<file path="src/hw/rtl/vphc_pkg.sv">
// package for the vorbis private header check: payload types, codes and signature table
`timescale 1ns / 1ps

package vphc_pkg;

   localparam int DEFAULT_LENGTH_BITS = 24;
   localparam int OUT_BITS = 24;
   localparam int HDR_COUNT = 2;
   localparam int ID_LEN = 30;
   localparam int MIN_HDR = 7;
   localparam int LACE_CONT = 255;

   localparam logic [7:0] KIND_ID = 8'h01;
   localparam logic [7:0] KIND_COMMENT = 8'h03;
   localparam logic [7:0] KIND_SETUP = 8'h05;

   typedef enum logic [3:0] {
      ERR_NONE        = 4'd0,
      ERR_COUNT       = 4'd1,
      ERR_ID_LEN      = 4'd2,
      ERR_TRUNCATED   = 4'd3,
      ERR_COMMENT_LEN = 4'd4,
      ERR_ID_SIG      = 4'd5,
      ERR_COMMENT_SIG = 4'd6,
      ERR_SETUP_LEN   = 4'd7,
      ERR_SETUP_SIG   = 4'd8,
      ERR_OVERFLOW    = 4'd9
   } err_type;

   typedef struct packed {
      logic [7:0] data_byte;
      logic       last_byte;
   } req_type;

   typedef struct packed {
      logic                header_valid;
      logic [3:0]          error_code;
      logic [OUT_BITS-1:0] comment_length;
      logic [OUT_BITS-1:0] setup_length;
   } rsp_type;

   // packet type byte then "vorbis"
   function automatic logic [7:0] sig_byte(input logic [7:0] kind, input logic [2:0] k);
      logic [7:0] b;
      case (k)
         3'd0: b = kind;
         3'd1: b = 8'h76;
         3'd2: b = 8'h6f;
         3'd3: b = 8'h72;
         3'd4: b = 8'h62;
         3'd5: b = 8'h69;
         3'd6: b = 8'h73;
         default: b = 8'h00;
      endcase
      return b;
   endfunction

endpackage

</file>
<file path="src/hw/rtl/vorbis_private_header_check.sv">
// A byte is taken into the input register in_ff; a last byte's verdict is registered in rsp_ff.
// Throughput: one byte per cycle, set by the single registered check stage; only a last byte
// waits, and only while the previous verdict is still held in the output register.
// Reset (synchronous, active high) returns the parser to the header count byte,
// clears the counters and the latched error, and empties both stages.
// The parser also clears itself after the last byte of every buffer.
`timescale 1ns / 1ps

module vorbis_private_header_check
   import vphc_pkg::*;
#(
   parameter int LENGTH_BITS = DEFAULT_LENGTH_BITS
) (
   input  logic    clock,
   input  logic    reset,
   input  logic    req_valid,
   output logic    req_ready,
   input  req_type req_data,
   output logic    rsp_valid,
   input  logic    rsp_ready,
   output rsp_type rsp_data
);

   localparam int L = LENGTH_BITS;
   localparam int DW = L + 2;
   localparam int WW = (L > OUT_BITS) ? L : OUT_BITS;

   typedef enum logic [1:0] {
      PH_COUNT,
      PH_IDLEN,
      PH_LACE,
      PH_BODY
   } phase_type;

   phase_type   phase_ff, phase_in;
   logic [L-1:0] pos_ff, pos_in;
   logic [L-1:0] sum_ff, sum_in;
   logic [L:0]   setup_start_ff, setup_start_in;
   logic [L-1:0] rel_ff, rel_in;
   err_type     err_ff, err_in;
   logic        in_valid_ff, in_valid_in;
   req_type     in_ff, in_in;
   logic        rsp_valid_ff, rsp_valid_in;
   rsp_type     rsp_ff, rsp_in;

   logic s1_advance;
   logic s1_fire;

   assign s1_advance = !in_ff.last_byte || !rsp_valid_ff || rsp_ready;
   assign s1_fire = in_valid_ff && s1_advance;
   assign req_ready = !in_valid_ff || s1_advance;
   assign rsp_valid = rsp_valid_ff;
   assign rsp_data = rsp_ff;

   always_comb begin
      logic          pos_sat;
      logic [L:0]    sum_add;
      logic [L-1:0]  rel_id;
      logic [DW-1:0] diff;
      logic          diff_in_sig;
      logic [L-1:0]  setup_bytes;
      logic [WW-1:0] sum_wide;
      logic [WW-1:0] setup_wide;
      err_type       err_now;
      logic [7:0]    b;

      pos_sat = &pos_ff;
      b = in_ff.data_byte;
      sum_add = {1'b0, sum_ff} + (L + 1)'(b);
      rel_id = rel_ff - L'(ID_LEN);
      diff = {2'b00, rel_ff} - {1'b0, setup_start_ff};
      diff_in_sig = !diff[DW-1] && (diff < DW'(MIN_HDR));
      setup_bytes = diff[L-1:0] + L'(1);
      sum_wide = WW'(sum_ff);
      setup_wide = WW'(setup_bytes);

      phase_in = phase_ff;
      pos_in = pos_ff;
      sum_in = sum_ff;
      setup_start_in = setup_start_ff;
      rel_in = rel_ff;
      err_in = err_ff;
      in_valid_in = in_valid_ff;
      in_in = in_ff;
      rsp_valid_in = rsp_valid_ff;
      rsp_in = rsp_ff;
      err_now = err_ff;

      if (rsp_valid_ff && rsp_ready) begin
         rsp_valid_in = 1'b0;
      end

      if (s1_fire) begin
         if (pos_sat) begin
            if (err_now == ERR_NONE) begin
               err_now = ERR_OVERFLOW;
            end
         end else begin
            pos_in = pos_ff + L'(1);
            if (phase_ff == PH_BODY) begin
               rel_in = rel_ff + L'(1);
            end
         end

         if (err_now == ERR_NONE) begin
            case (phase_ff)
               PH_COUNT: begin
                  if (b != 8'(HDR_COUNT)) err_now = ERR_COUNT;
                  else if (in_ff.last_byte) err_now = ERR_TRUNCATED;
                  else phase_in = PH_IDLEN;
               end
               PH_IDLEN: begin
                  if (b != 8'(ID_LEN)) err_now = ERR_ID_LEN;
                  else if (in_ff.last_byte) err_now = ERR_TRUNCATED;
                  else phase_in = PH_LACE;
               end
               PH_LACE: begin
                  if (in_ff.last_byte) begin
                     err_now = ERR_TRUNCATED;
                  end else if (sum_add[L]) begin
                     err_now = ERR_OVERFLOW;
                  end else begin
                     sum_in = sum_add[L-1:0];
                     if (b != 8'(LACE_CONT)) begin
                        if (sum_add[L-1:0] < L'(MIN_HDR)) begin
                           err_now = ERR_COMMENT_LEN;
                        end else begin
                           phase_in = PH_BODY;
                           rel_in = '0;
                           setup_start_in = sum_add + (L + 1)'(ID_LEN);
                        end
                     end
                  end
               end
               PH_BODY: begin
                  if (rel_ff < L'(MIN_HDR)) begin
                     if (b != sig_byte(KIND_ID, rel_ff[2:0])) err_now = ERR_ID_SIG;
                  end else if (rel_ff >= L'(ID_LEN) && rel_ff < L'(ID_LEN + MIN_HDR)) begin
                     if (b != sig_byte(KIND_COMMENT, rel_id[2:0])) err_now = ERR_COMMENT_SIG;
                  end else if (diff_in_sig) begin
                     if (b != sig_byte(KIND_SETUP, diff[2:0])) err_now = ERR_SETUP_SIG;
                  end
               end
               default: begin
                  err_now = err_ff;
               end
            endcase
         end

         err_in = err_now;

         if (in_ff.last_byte) begin
            if (phase_ff == PH_BODY &&
                (err_now == ERR_NONE || err_now == ERR_SETUP_SIG)) begin
               if (err_now == ERR_NONE && rel_ff < L'(ID_LEN + MIN_HDR - 1)) begin
                  err_now = ERR_TRUNCATED;
               end else if (diff[DW-1] || diff < DW'(MIN_HDR - 1)) begin
                  err_now = ERR_SETUP_LEN;
               end
            end
            rsp_valid_in = 1'b1;
            rsp_in.header_valid = (err_now == ERR_NONE);
            rsp_in.error_code = err_now;
            rsp_in.comment_length = (err_now == ERR_NONE) ? sum_wide[OUT_BITS-1:0] : '0;
            rsp_in.setup_length = (err_now == ERR_NONE) ? setup_wide[OUT_BITS-1:0] : '0;

            phase_in = PH_COUNT;
            pos_in = '0;
            sum_in = '0;
            setup_start_in = '0;
            rel_in = '0;
            err_in = ERR_NONE;
         end
      end

      if (req_ready) begin
         in_valid_in = req_valid;
         if (req_valid) begin
            in_in = req_data;
         end
      end
   end

   always_ff @(posedge clock) begin
      if (reset) begin
         phase_ff <= PH_COUNT;
         pos_ff <= '0;
         sum_ff <= '0;
         setup_start_ff <= '0;
         rel_ff <= '0;
         err_ff <= ERR_NONE;
         in_valid_ff <= 1'b0;
         rsp_valid_ff <= 1'b0;
      end else begin
         phase_ff <= phase_in;
         pos_ff <= pos_in;
         sum_ff <= sum_in;
         setup_start_ff <= setup_start_in;
         rel_ff <= rel_in;
         err_ff <= err_in;
         in_valid_ff <= in_valid_in;
         rsp_valid_ff <= rsp_valid_in;
      end
      in_ff <= in_in;
      rsp_ff <= rsp_in;
   end

   a_valid_means_ok: assert property (@(posedge clock) disable iff (reset)
      rsp_valid_ff && rsp_ff.header_valid |-> rsp_ff.error_code == ERR_NONE)
      else $error("verdict passes with an error code");

   a_fail_zero_lengths: assert property (@(posedge clock) disable iff (reset)
      rsp_valid_ff && !rsp_ff.header_valid |->
         rsp_ff.comment_length == '0 && rsp_ff.setup_length == '0)
      else $error("failed verdict carries lengths");

   a_clear_after_last: assert property (@(posedge clock) disable iff (reset)
      s1_fire && in_ff.last_byte |=>
         phase_ff == PH_COUNT && pos_ff == '0 && err_ff == ERR_NONE)
      else $error("parser not cleared after last byte");

   a_body_min_comment: assert property (@(posedge clock) disable iff (reset)
      phase_ff == PH_BODY |-> sum_ff >= L'(MIN_HDR))
      else $error("body phase with short comment header");

   a_stage_holds: assert property (@(posedge clock) disable iff (reset)
      in_valid_ff && !s1_advance |=> in_valid_ff && $stable(in_ff))
      else $error("stalled byte lost from check stage");

endmodule
</file>
<file path="config.mk">
export PLATFORM = sky130hd
export DESIGN_NAME = vorbis_private_header_check
export DESIGN_NICKNAME = d
export VERILOG_FILES = /design/src/hw/rtl/vphc_pkg.sv /design/src/hw/rtl/vorbis_private_header_check.sv
export SDC_FILE = /design/constraint.sdc
export NUM_CORES = 1
export LEC_CHECK = 0
export BUFFER_PORTS_ARGS = -buffer_cell sky130_fd_sc_hd__buf_2
export CAP_MARGIN = 10
export CORE_ASPECT_RATIO = 1.4
export CORE_MARGIN = 1
export CORE_UTILIZATION = 25
export DETAILED_ROUTE_END_ITERATION = 6
export PLACE_DENSITY = 0.5
export SYNTH_ARGS = -nofsm -noshare
export SYNTH_HDL_FRONTEND = slang
export SYNTH_SLANG_ARGS = --single-unit
</file>
<file path="constraint.sdc">
create_clock -name clock -period 11.2 [get_ports clock]
set_input_delay 2.24 -clock clock [delete_from_list [all_inputs] [get_ports clock]]
set_output_delay 2.24 -clock clock [all_outputs]
set_load 0.05 [all_outputs]
</file>
==> After elaboration in Yosys (flattened, before gate mapping) <==
Cells that the tools add are included.
{ "word_totals": {"ff_bits": 167, "latchBits": 0, "mem_bits_rw": 0, "rom_bits": 0, "input_bits": 13, "output_inout_bits": 55, "elab_cells": 172, "mem_count": 0} }
{ "classes": {"addsub": 7, "mul": 0, "n_div": 0, "magnitude_cmp": 7, "eq_ne": 36, "n_shift": 0, "muxes": 74, "bitwise_logic": 0, "n_reduce_logical": 34} }
{ "op_table": {"columns": ["operator", "n"], "rows": [
  ["$mux 24", 14],
  ["$mux 25", 6],
  ["$pmux 7 s7", 3],
  ["$mux 8", 15],
  ["$mux 4", 24],
  ["$add 24x1->24 const B", 3],
  ["$lt 26x3->1 const B", 2],
  ["$lt 24x3->1 const B", 2],
  ["$lt 24x6->1 const B", 2],
  ["$eq 3x3->1 const B", 9],
  ["$sub 24x25->26", 1],
  ["$add 24x8->25", 1],
  ["$add 25x5->25 const B", 1],
  ["$ge 24x5->1 const B", 1],
  ["$ne 8x8->1", 3],
  ["$reduce_and 24->1", 1],
  ["$eq 3x2->1 const B", 6],
  ["$logic_not 4->1", 4],
  ["$pmux 4 s4", 1],
  ["$ne 3x3->1 const B", 5],
  ["$mux 2", 7],
  ["$eq 3x1->1 const B", 3],
  ["$logic_not 3->1", 3],
  ["$ne 8x2->1 const B", 1],
  ["other kinds (19)", 40]
]} }

==> Logic depth before layout (Yosys ltp) <==
Gate-level depths: netlist (run 1).
{ "logic_depth": {"ltp_word": 24, "mapped_depth": 18, "depth_no_buf": 15} }

==> Worst setup path after synthesis (run 1) <==
Ideal clock, no wire load.
{ "synth_timing": {"path_kind": "in2out", "from": "input port rsp_ready", "to": "output port req_ready", "arrival_ns": 2.872, "required_time_ns": 8.960, "path_slack_ns": 6.088, "cell_stages": 2, "n_path_buf": 0, "cell_sequence": "nor2b_1 nand3_1"} }
{ "synth_between": {"elab_chain_cells": 2} }
{ "synth_rtl": {"columns": ["item", "line", "rtl"], "rows": [
  ["from (decl)", "vorbis_private_header_check.sv:20", "input logic rsp_ready,"],
  ["$logic_or 1x1->1", "vorbis_private_header_check.sv:49", "assign s1_advance = !in_ff.last_byte || !rsp_valid_ff || rsp_ready;"],
  ["$logic_or 1x1->1", "vorbis_private_header_check.sv:51", "assign req_ready = !in_valid_ff || s1_advance;"],
  ["to (decl)", "vorbis_private_header_check.sv:17", "output logic req_ready,"]
]} }
Every way passes these cells.

==> Final worst setup path (run 1) <==
{ "layout_timing": {"from": "register rel_ff[0]", "to": "register rsp_ff, in the netlist rsp_data[2], data pin"} }
{ "layout_between": {"elab_chain_cells": 24, "word_cells_on_any_way": 75, "cone_classes": "add/sub (3); order compare (6); eq/ne (22); mux (32); reduce/logical (12)"} }
{ "layout_rtl": {"columns": ["item", "line", "rtl"], "rows": [
  ["from (decl)", "vorbis_private_header_check.sv:39", "logic [L-1:0] rel_ff, rel_in;"],
  ["from (signal assigned)", "vorbis_private_header_check.sv:199", "rel_ff <= rel_in;"],
  ["$sub 24x25->26", "vorbis_private_header_check.sv:71", "diff = {2'b00, rel_ff} - {1'b0, setup_start_ff};"],
  ["$eq 3x3->1 (tied with other cells)", "vphc_pkg.sv:45", "case (k)"],
  ["$pmux 7 s7", "vphc_pkg.sv:45", null],
  ["$mux 8", "vorbis_private_header_check.sv:140", "end else if (diff_in_sig) begin"],
  ["$mux 8", "vorbis_private_header_check.sv:138", "end else if (rel_ff >= L'(ID_LEN) && rel_ff < L'(ID_LEN + MIN_HDR)) begin"],
  ["$mux 8", "vorbis_private_header_check.sv:136", "if (rel_ff < L'(MIN_HDR)) begin"],
  ["$mux 8", "vorbis_private_header_check.sv:106", "case (phase_ff)"],
  ["$mux 8", "vorbis_private_header_check.sv:105", "if (err_now == ERR_NONE) begin"],
  ["[8 not listed]", null, null],
  ["$mux 4", "vorbis_private_header_check.sv:93", "if (s1_fire) begin"],
  ["$logic_not 4->1 or $eq 4x4->1 (tied branches)", "vorbis_private_header_check.sv:154, vorbis_private_header_check.sv:155", null],
  ["$logic_and 1x1->1 or $logic_or 1x1->1 (tied branches)", "vorbis_private_header_check.sv:155, vorbis_private_header_check.sv:154", null],
  ["$mux 4 or $logic_and 1x1->1 (tied branches)", "vorbis_private_header_check.sv:155, vorbis_private_header_check.sv:153", null],
  ["$mux 4", "vorbis_private_header_check.sv:153", "if (phase_ff == PH_BODY &&"],
  ["$mux 4", "vorbis_private_header_check.sv:152", "if (in_ff.last_byte) begin"],
  ["$mux 4", "vorbis_private_header_check.sv:93", null],
  ["$logic_not 4->1", "vorbis_private_header_check.sv:165", "rsp_in.setup_length = (err_now == ERR_NONE) ? setup_wide[OUT_BITS-1:0] : '0;"],
  ["to (signal assigned)", "vorbis_private_header_check.sv:205", "rsp_ff <= rsp_in;"],
  ["to (decl)", "vorbis_private_header_check.sv:44", "rsp_type rsp_ff, rsp_in;"]
]} }
Several ways; a longest one is shown, not always the timed one. The select of a mux whose other input is x is not followed.
A chain may end at the register's enable or synchronous reset.

==> impl_metrics.ini, run 1 <==
[status]
outcome = completed

[drt]
routed_wl_um = 35000
ant_nets = 0
drcViolationCount = 0
wl_per_cell_um = 17.1
drt_iter0_markers = 506
vias = 10434
dr.pass1.iters = 5
viasPerCell = 5.09

[clock_tree]
clk_latency_ps = 450
cts_root_buf = clkbuf_16
cts.clk_slew.worst_paths_ps = 70
cts_max_path_buffers = 2
cts_buffers = 17
cts_hold_buf = 0
cts_tree = yes
postCtsSetupBuffers = 0
cts.repair.resized = 0
htreeDepth = 4
cts.sinks = 167

[logic_synthesis]
yosys.area.top_type = dfxtp_1
synth_top_cell_area_share_pct = 18.3
yosysSeqAreaShare_pct = 34.5
synth_warnings = 0
synthFlopType = dfxtp_1
syn-num-nets = 1466
synthTopCellsByArea = dfxtp_1 (18%), edfxtp_1 (16%), ha_1 (5.2%)
syn_inst = 1403
synthArstFlopShare_pct = 0
synth_seq_cells = 167
avgSynthCellArea_um2 = 8.19
ys_types = 83
syn_area_um2 = 11500
synth_edf_count = 62

[worst_setup_path]
path_max_fanout = 49
cpLargestDelayFamily = compound AO/OA/AOI/OAI gates
cp.arrival_ps = 5520
crit_path_start_kind = register
cp.buffers_inverters = 2
cp_slowest_cell = a2111o_2
cp_slowest_stage_delay_ps = 880
crit_path_cell_trace = inv_1 -> ha_1 -> inv_1 -> fa_1 -> a21o_1 -> a221oi_2 -> xnor2_1 -> a2111oi_0 -> nand4_1 -> nor4_1 -> and4_1 -> and3b_1 -> a2111o_2 -> nor4_1
worstPathRequired_ps = 11340
setup.worst_path.end_class = register
critPathKind = reg -> reg

[placed_design]
hpwl_um = 26500
placement.io_buffers = 67
placed_area_um2 = 12400
place_congestion = 0.867
place_ws_ps = 5880

[finish]
nFillCells = 4894
antenna_cells = 0
final_area_um2 = 13000
num-nets-final = 1488
post-route-util_pct = 28.8
multiInputGateArea_um2 = 6940
area_delta_synth_final_pct = 13.4
layout-drive-gt1-share_pct = 10.6
seqCellArea_um2 = 3960

[power_and_ir_drop]
power_density_nw_per_um2 = 113
leakagePower_nw = 4.69
power_switching_mw = 0.403
swShare_pct = 27.3
p_total_mw = 1.48
peakVddDrop_mv = 0.0770
pwr-share-comb_pct = 12.1
p_int_mw = 1.07
pwr-share-clk_pct = 44.3
pwr-share-seq_pct = 43.7

[global_route]
antenna_found_initial = 0
grt_busiest_layer = met2
grt_max_degree = 59
met3_usage_pct = 1.95
met1_usage_pct = 18.3
grt_pass1_wl_um = 56600
grt_util_met2_pct = 27.2
grt_usage_pct = 15.3
gr-total-overflow = 0
grt_pass1_vias = 10321

[floorplan]
core_area_um2 = 45200
pin_count = 68
fp.dieW_um = 183
row_count = 92
die_area_um2 = 46900
start_util_pct = 25.4
die_h_um = 256

[job]
cap_violations = 0

[hold_path]
min_path_type = reg -> reg

[sta]
period_minus_slack_ps = 5380
worstMarginPinSlew_ps = 1110
rsz0062_at_grt = no
drv_slew = 0
finalCritPeriodShare_pct = 48.0
postLayoutSetupSlackWorst_ps = 5820
finClkSkew_ps = 13.2
fmax_ghz = 0.186
hold_violations = 0
worst_slew_margin_rel_pct = 26.1
finalSetupViolCount = 0
tns_ps = 0
[path summary, 6_finish.rpt]
kind / startpoint / endpoint / slack [ps] / cells after the start
max: rel_ff[0] / rsp_data[2] / 5820 / 14
min reg2reg: setup_start_ff[1] / setup_start_ff[1] / 450 / 2
max reg2reg: rel_ff[0] / rsp_data[2] / 5820 / 14
min: setup_start_ff[1] / setup_start_ff[1] / 450 / 2
[power groups by stage]
stage | Combinational (mW) | Sequential [mW] | Clock (mW)
finish | 0.178 | 0.645 | 0.654
global route | 0.196 | 0.646 | 0.693
CTS | 0.180 | 0.645 | 0.674
detailed placement | 0.179 | 0.659 | 0
global placement | 0.177 | 0.659 | 0
floorplan | 0.119 | 0.669 | 0
[synthesized netlist by cell type (20+ instances only)]
| cell | number |
|---|---|
| dfxtp_1 | 105 |
| nor2_1 | 130 |
| nand3_1 | 53 |
| o21ai_0 | 47 |
| and3_1 | 21 |
| or3_1 | 27 |
| inv_1 | 78 |
| nand4_1 | 33 |
| nand2_1 | 117 |
| nor3_1 | 80 |
| a21oi_1 | 89 |
| a21o_1 | 20 |
| xnor2_1 | 58 |
| ha_1 | 48 |
| clkbuf_1 | 59 |
| edfxtp_1 | 62 |
| xor2_1 | 43 |
| nor4_1 | 29 |
| a22oi_1 | 24 |
[kinds of logic after synthesis]
| family | after synthesis | share of synthesized area [%] |
|---|---|---|
| compound gates | 322 | 19.0 |
| simple gates | 595 | 26.7 |
| mux | 13 | 1.14 |
| buf+inv | 154 | 5.25 |
| fa+ha+maj | 50 | 5.57 |
| flops | 167 | 34.5 |
| xor+xnor | 102 | 7.84 |
[stage by stage]
step                hold WS [ps]  std cells
floorplan                    427       1403
global placement             442       2017
detailed placement           446       2017
CTS                          456       2049
global route                 474       2049
finish                       455       2049
[metal layers]
metal / wire, um / vias up / share of wire, %
met3: 1290 / 60 / 3.7
met2: 17700 / 250 / 51
met4: 1120 / 0 / 3.2
met1: 14900 / 4955 / 43
met5: 0 / - / 0
li1: - / 5169 / -
[sequential cells by signal, indices dropped and copies added (netlist names)]
name	cells
err_ff	4
rsp_data	53
phase_ff	2
rsp_valid	1
pos_ff	24
setup_start_ff	25
in_valid_ff	1
sum_ff	24
in_ff	9
rel_ff	24
[cell type report]
cell class	count	area share, %
tap	611	5.87
multi-input combinational	1082	53.3
sequential	167	30.4
timing repair buffer	79	3.26
clock inverter	15	1.65
clock buffer	17	3.26
inverter	78	2.25
[layout by cell type (no fill, tap or decap), types with 9 or more instances in the layout]
master     netlist  routed
a22oi_1         24      24
buf_2           14      67
o21bai_1         9       9
a211oi_1        10      10
edfxtp_1        62      62
nand3_1         53      53
buf_4            0      12
or2_2           10      10
nand2_1        117     116
nor2_1         130     130
nand2b_1        10      10
inv_1           78      77
o21ai_0         47      47
mux2i_1         12      12
and4_1          12      12
and2_1          14      14
o21a_1          11      11
a22o_1          10      10
a21o_1          20      20
xnor2_1         58      58
dfxtp_1        105     105
a21oi_1         89      89
xor2_1          43      43
or3_1           27      27
nand4_1         33      33
clkbuf_16        0      17
nor3_2          10      10
nor2b_1         19      19
and3_1          21      21
ha_1            48      48
nor3_1          80      80
nor4_1          29      29
[worst min-delay path, cell delays in order (launching register included)]
cell and delay [ps]:
dfxtp_1 310, nand2_1 50, a21oi_1 50
No activity file was read; power rests on OpenSTA's default activity.
==> run 2, diff against run 1 <==
- ABC_AREA: not set -> 1
- PLACE_DENSITY: 0.5 -> 0.49
- clock period: 11.2 -> 5.5 ns (I/O delays scaled with it)
==> run 2 against run 1 <==
Net effect:
- final cell count grew 29%
- critical endpoint unchanged
- via count increased by 17%
- largest power group is now registers
- global-route usage up 0.32 points
- die area rose by 6.7%
- register-to-register slack worse by 4700 ps
==> impl_metrics.ini, run 2 <==
[floorplan]
pin_count = 68
die_area_um2 = 50000
start_util_pct = 25.4
core_area_um2 = 48300
row_count = 95
die_h_um = 264
fp.dieW_um = 189

[logic_synthesis]
yosysSeqAreaShare_pct = 32.3
avgSynthCellArea_um2 = 6.34
ys_types = 48
syn_inst = 1936
synthFlopType = dfxtp_1
synth_seq_cells = 167
syn_area_um2 = 12300
synth_edf_count = 62
syn-num-nets = 1999
synth_top_cell_area_share_pct = 17.1
synth_warnings = 0
synth.most_common_cell = nand2_1
synth_common_cells = nand2_1 (551), inv_1 (315), nor2_1 (243)
synthArstFlopShare_pct = 0
yosys.area.top_type = dfxtp_1
synthTopCellsByArea = dfxtp_1 (17%), nand2_1 (17%), edfxtp_1 (15%)

[sta]
tns_ps = 0
period_minus_slack_ps = 4400
finalSetupViolCount = 0
drv_slew = 0
fmax_ghz = 0.227
worstMarginPinSlew_ps = 1050
worst_slew_margin_rel_pct = 29.2
rsz0062_at_grt = no
finalCritPeriodShare_pct = 80.1
hold_violations = 0
finClkSkew_ps = 18.8

[worst_setup_path]
cp_slowest_stage_delay_ps = 480
cp.buffers_inverters = 3
path_max_fanout = 49
crit_top_cell = nand2_1
critPathKind = reg -> reg
cp.arrival_ps = 4610
cpLargestDelayFamily = simple AND/OR/NAND/NOR gates
cp_slowest_cell = dfxtp_1
worstPathRequired_ps = 5710
crit_path_start_kind = register
setup.worst_path.end_class = register

[clock_tree]
postCtsSetupBuffers = 0
htreeDepth = 4
cts.clk_slew.worst_paths_ps = 80
cts_max_path_buffers = 2
clk_latency_ps = 460
cts.sinks = 167
cts_hold_buf = 0
cts_root_buf = clkbuf_16
cts.repair.resized = 0
cts_buffers = 17
cts_tree = yes

[finish]
post-route-util_pct = 28.8
mostFrequentLayoutCells = nand2_1 (551), inv_1 (314), nor2_1 (243)
layout_commonest_cell = nand2_1
largest_reg_flops = 53
antenna_cells = 0
layout-drive-gt1-share_pct = 7.26
num-nets-final = 2061
area_delta_synth_final_pct = 13.2

[global_route]
grt_pass1_vias = 11749
grt_max_degree = 55
gr-total-overflow = 0
grt_usage_pct = 15.6
grt_pass1_wl_um = 61300
antenna_found_initial = 0

[power_and_ir_drop]
power_density_nw_per_um2 = 229
pwr-share-comb_pct = 20.6
p_int_mw = 2.10
power_switching_mw = 1.09
leakagePower_nw = 6.27
swShare_pct = 34.1
pwr-share-clk_pct = 37.4
pwr-share-seq_pct = 42.0
p_total_mw = 3.19
peakVddDrop_mv = 0.189

[drt]
drcViolationCount = 0
ant_nets = 0
drt_iter0_markers = 801
wl_per_cell_um = 14.5
vias = 12164
routed_wl_um = 38400
viasPerCell = 4.61
dr.pass1.iters = 6

[placed_design]
place_congestion = 0.887
placement.io_buffers = 67
hpwl_um = 30000

[hold_path]
min_path_type = reg -> reg

[job]
cap_violations = 0

[status]
outcome = completed
==> run 2: routing by layer <==
layer  wire (um)  global-route usage, %
met2       19600                   28.9
met5           0                      0
met4        1490                   7.32
met1       16300                   17.6
met3        1030                   1.77
==> run 2: through the flow <==
stage	hold WS [ps]	std cells	setup WS (ps)	cell area [um^2]
final	478	2641	1100	13900
after global routing	496	2641	604	13900
after CTS	480	2641	980	13900
after detailed placement	469	2609	996	13300
after global placement	458	2609	1120	13300
after floorplan	432	1936	1580	12300
==> run 2: tightest hold or removal path: cells and delay by family (launching register included) <==
kind	cells	cell delay, ps
AND/OR/NAND/NOR	1	60
flip-flops	1	320
AO/OA/AOI/OAI	1	60
==> run 2: final cells by class <==
| cell class | instances | area (um^2) |
|---|---|---|
| flip-flops and latches | 167 | 3960 |
| multi-input cells | 1411 | 6940 |
| inverters | 326 | 1220 |
| repair buffers | 75 | 408 |
| clock inverters | 15 | 138 |
| well taps | 630 | 788 |
| clock buffers | 17 | 425 |
| fillers | 5478 | 34400 |
==> run 2: kinds of logic after synthesis <==
| family | Yosys count | share of synthesized area, % |
|---|---|---|
| compound gates | 228 | 9.98 |
| buf+inv | 358 | 11.1 |
| fa+ha+maj | 50 | 5.22 |
| flops | 167 | 32.3 |
| xor+xnor | 50 | 3.57 |
| simple gates | 1083 | 37.8 |
==> run 2: worst paths after layout <==
| check | slack [ps] | end | cells after the start | startpoint |
|---|---|---|---|---|
| worst max-delay path | 1100 | rsp_data[2] | 26 | rel_ff[0] |
| worst min-delay path | 480 | setup_start_ff[20] | 2 | setup_start_ff[20] |
| worst max register to register | 1100 | rsp_data[2] | 26 | rel_ff[0] |
| worst min register to register | 480 | setup_start_ff[20] | 2 | setup_start_ff[20] |
==> run 2: power groups by stage <==
stage | clock [mW] | sequential, mW | combinational (mW)
after detailed placement | 0 | 1.37 | 0.659
after global placement | 0 | 1.37 | 0.654
after floorplan | 0 | 1.40 | 0.455
after CTS | 1.24 | 1.34 | 0.662
final | 1.19 | 1.34 | 0.655
after global routing | 1.29 | 1.34 | 0.738
==> run 3, diff against run 2 <==
- ABC_AREA: 1 -> 0
- PLACE_DENSITY: 0.49 -> 0.5
- clock period: 5.5 -> 4.3 ns (I/O delays scaled with it)
==> run 3 against run 2 <==
Net effect:
- combinational power decreased by 18%
- global-route usage increased by 0.59 points
- sequential share of layout area is 0.62 points higher
- die area fell by 6.2%
- setup slack lost 960 ps
- sequential power rose by 25%
==> impl_metrics.ini, run 3 (same netlist as run 1, synthesis figures left out) <==
[worst_setup_path]
path_max_fanout = 10
cp.buffers_inverters = 2
cp.arrival_ps = 4530
cp_slowest_stage_delay_ps = 560
setup.worst_path.start = in_ff[1]
cpLargestDelayFamily = simple AND/OR/NAND/NOR gates
cp_slowest_cell = or4_1
critPathKind = reg -> reg
crit_path_start_kind = register
reg2reg_to = rel_ff[4]
crit_path_cell_trace = ha_1 -> fa_1 -> a211oi_2 -> nor4_1 -> or4_1 -> nor4_1 -> and4b_1 -> nand4_1 -> buf_4 -> a211oi_4 -> buf_4 -> a21oi_1 -> o21ai_0
rrSetupSlack_ps = 130
timing.rr.start = in_ff[1]
r2r_cells = 13
setup.worst_path.end_class = register
worstPathRequired_ps = 4660

[finish]
num-nets-final = 1560
mostFrequentLayoutCells = nor2_1 (130), nand2_1 (116), dfxtp_1 (105)
antenna_cells = 0
layout_commonest_cell = nor2_1
layout-drive-gt1-share_pct = 15.2
largest_reg_flops = 53
area_delta_synth_final_pct = 18.2

[global_route]
grt_max_degree = 50
antenna_found_initial = 0
grt_pass1_wl_um = 59500
gr-total-overflow = 0
grt_usage_pct = 16.2
grt_pass1_vias = 10635

[power_and_ir_drop]
pwr-share-clk_pct = 41.7
pwr-share-seq_pct = 44.2
peakVddDrop_mv = 0.243
power_density_nw_per_um2 = 279
leakagePower_nw = 5.06
swShare_pct = 30.2
power_switching_mw = 1.14
pwr-share-comb_pct = 14.1
p_int_mw = 2.64

[hold_path]
min_path_type = reg -> reg
worstHoldStart = setup_start_ff[4]
min_path_cells = 2
hold-path-endpoint = setup_start_ff[4]

[drt]
drt_iter0_markers = 621
dr.pass1.iters = 5
viasPerCell = 5.05
drcViolationCount = 0
routed_wl_um = 36900
vias = 10708
wl_per_cell_um = 17.4
ant_nets = 0

[sta]
hold_violations = 0
worst_slew_margin_rel_pct = 36.5
finClkSkew_ps = 20.2
postLayoutSetupSlackWorst_ps = 132
rsz0062_at_grt = no
drv_slew = 0
worstMarginPinSlew_ps = 949
period_minus_slack_ps = 4170
finalCritPeriodShare_pct = 96.9
finalSetupViolCount = 0
hold_ws_ps = 455
tns_ps = 0
fmax_ghz = 0.240

[clock_tree]
htreeDepth = 4
cts_max_path_buffers = 2
cts.sinks = 167
cts_buffers = 17
cts.clk_slew.worst_paths_ps = 80
cts_tree = yes
cts_root_buf = clkbuf_16
postCtsSetupBuffers = 0
clk_latency_ps = 470

[job]
cap_violations = 0

[floorplan]
start_util_pct = 25.4
pin_count = 68
die_h_um = 256
core_area_um2 = 45200
row_count = 92
die_area_um2 = 46900
fp.dieW_um = 183

[status]
outcome = completed

[placed_design]
place_ws_ps = 124
hpwl_um = 28900
placement.io_buffers = 67
place_congestion = 0.892
## run 3: cell type report
type	instances	area [um^2]
Multi-Input combinational cell	1082	6980
Timing Repair Buffer	151	1000
Clock inverter	15	166
Fill cell	4861	31600
Tap cell	611	764
Inverter	78	293
Sequential cell	167	3960
Clock buffer	17	425
## run 3: stage by stage
stage | total power, mW | instances | util, % | area, um^2
2_1_floorplan | 2.05 | 1403 | - | 11500
3_3_place_gp | 2.23 | 2089 | 28.7 | 13000
3_5_place_dp | 2.23 | 2089 | 28.7 | 13000
4_1_cts | 3.82 | 2121 | 30.0 | 13600
5_1_grt | 3.95 | 2121 | 30.0 | 13600
6_report | 3.79 | 2121 | 30.0 | 13600
## run 3: what timing repair did
action,in CTS,in global routing
hold buffers,0,0
endpoints found under the setup margin,0,66
hold endpoints to repair,0,0
gates resized for setup,0,9
## run 3: worst max path at each step
stage | end | slack, ps | depth (start not counted)
6_report | rel_ff[4] | 130 | 13
5_1_grt | rsp_data[14] | 3 | 16
2_1_floorplan | rsp_data[38] | 300 | 14
3_3_place_gp | rsp_data[17] | 200 | 16
3_5_place_dp | rel_ff[6] | 120 | 13
4_1_cts | rel_ff[4] | 100 | 13
## run 3: layer usage
| layer | share of wire, % | track usage [%] | up-vias |
|---|---|---|---|
| li1 | - | - | 5291 |
| met1 | 41 | 18.5 | 5103 |
| met2 | 52 | 29.6 | 251 |
| met3 | 3.2 | 2.12 | 63 |
| met4 | 3.7 | 7.29 | 0 |
| met5 | 0 | 0 | - |
## run 3: worst reg2reg max path, delay by kind of cell (launching register included)
family | cells | cell delay [ps]
compound gates | 4 | 910
fa+ha+maj | 2 | 670
buf+inv | 2 | 540
flops | 1 | 420
simple gates | 5 | 1530
## run 3: power by group through the flow
stage / Clock, mW / Sequential, mW / Combinational, mW
global route: 1.69 / 1.67 / 0.582
floorplan: 0 / 1.74 / 0.309
global placement: 0 / 1.71 / 0.523
finish: 1.58 / 1.67 / 0.534
detailed placement: 0 / 1.71 / 0.525
CTS: 1.62 / 1.67 / 0.528
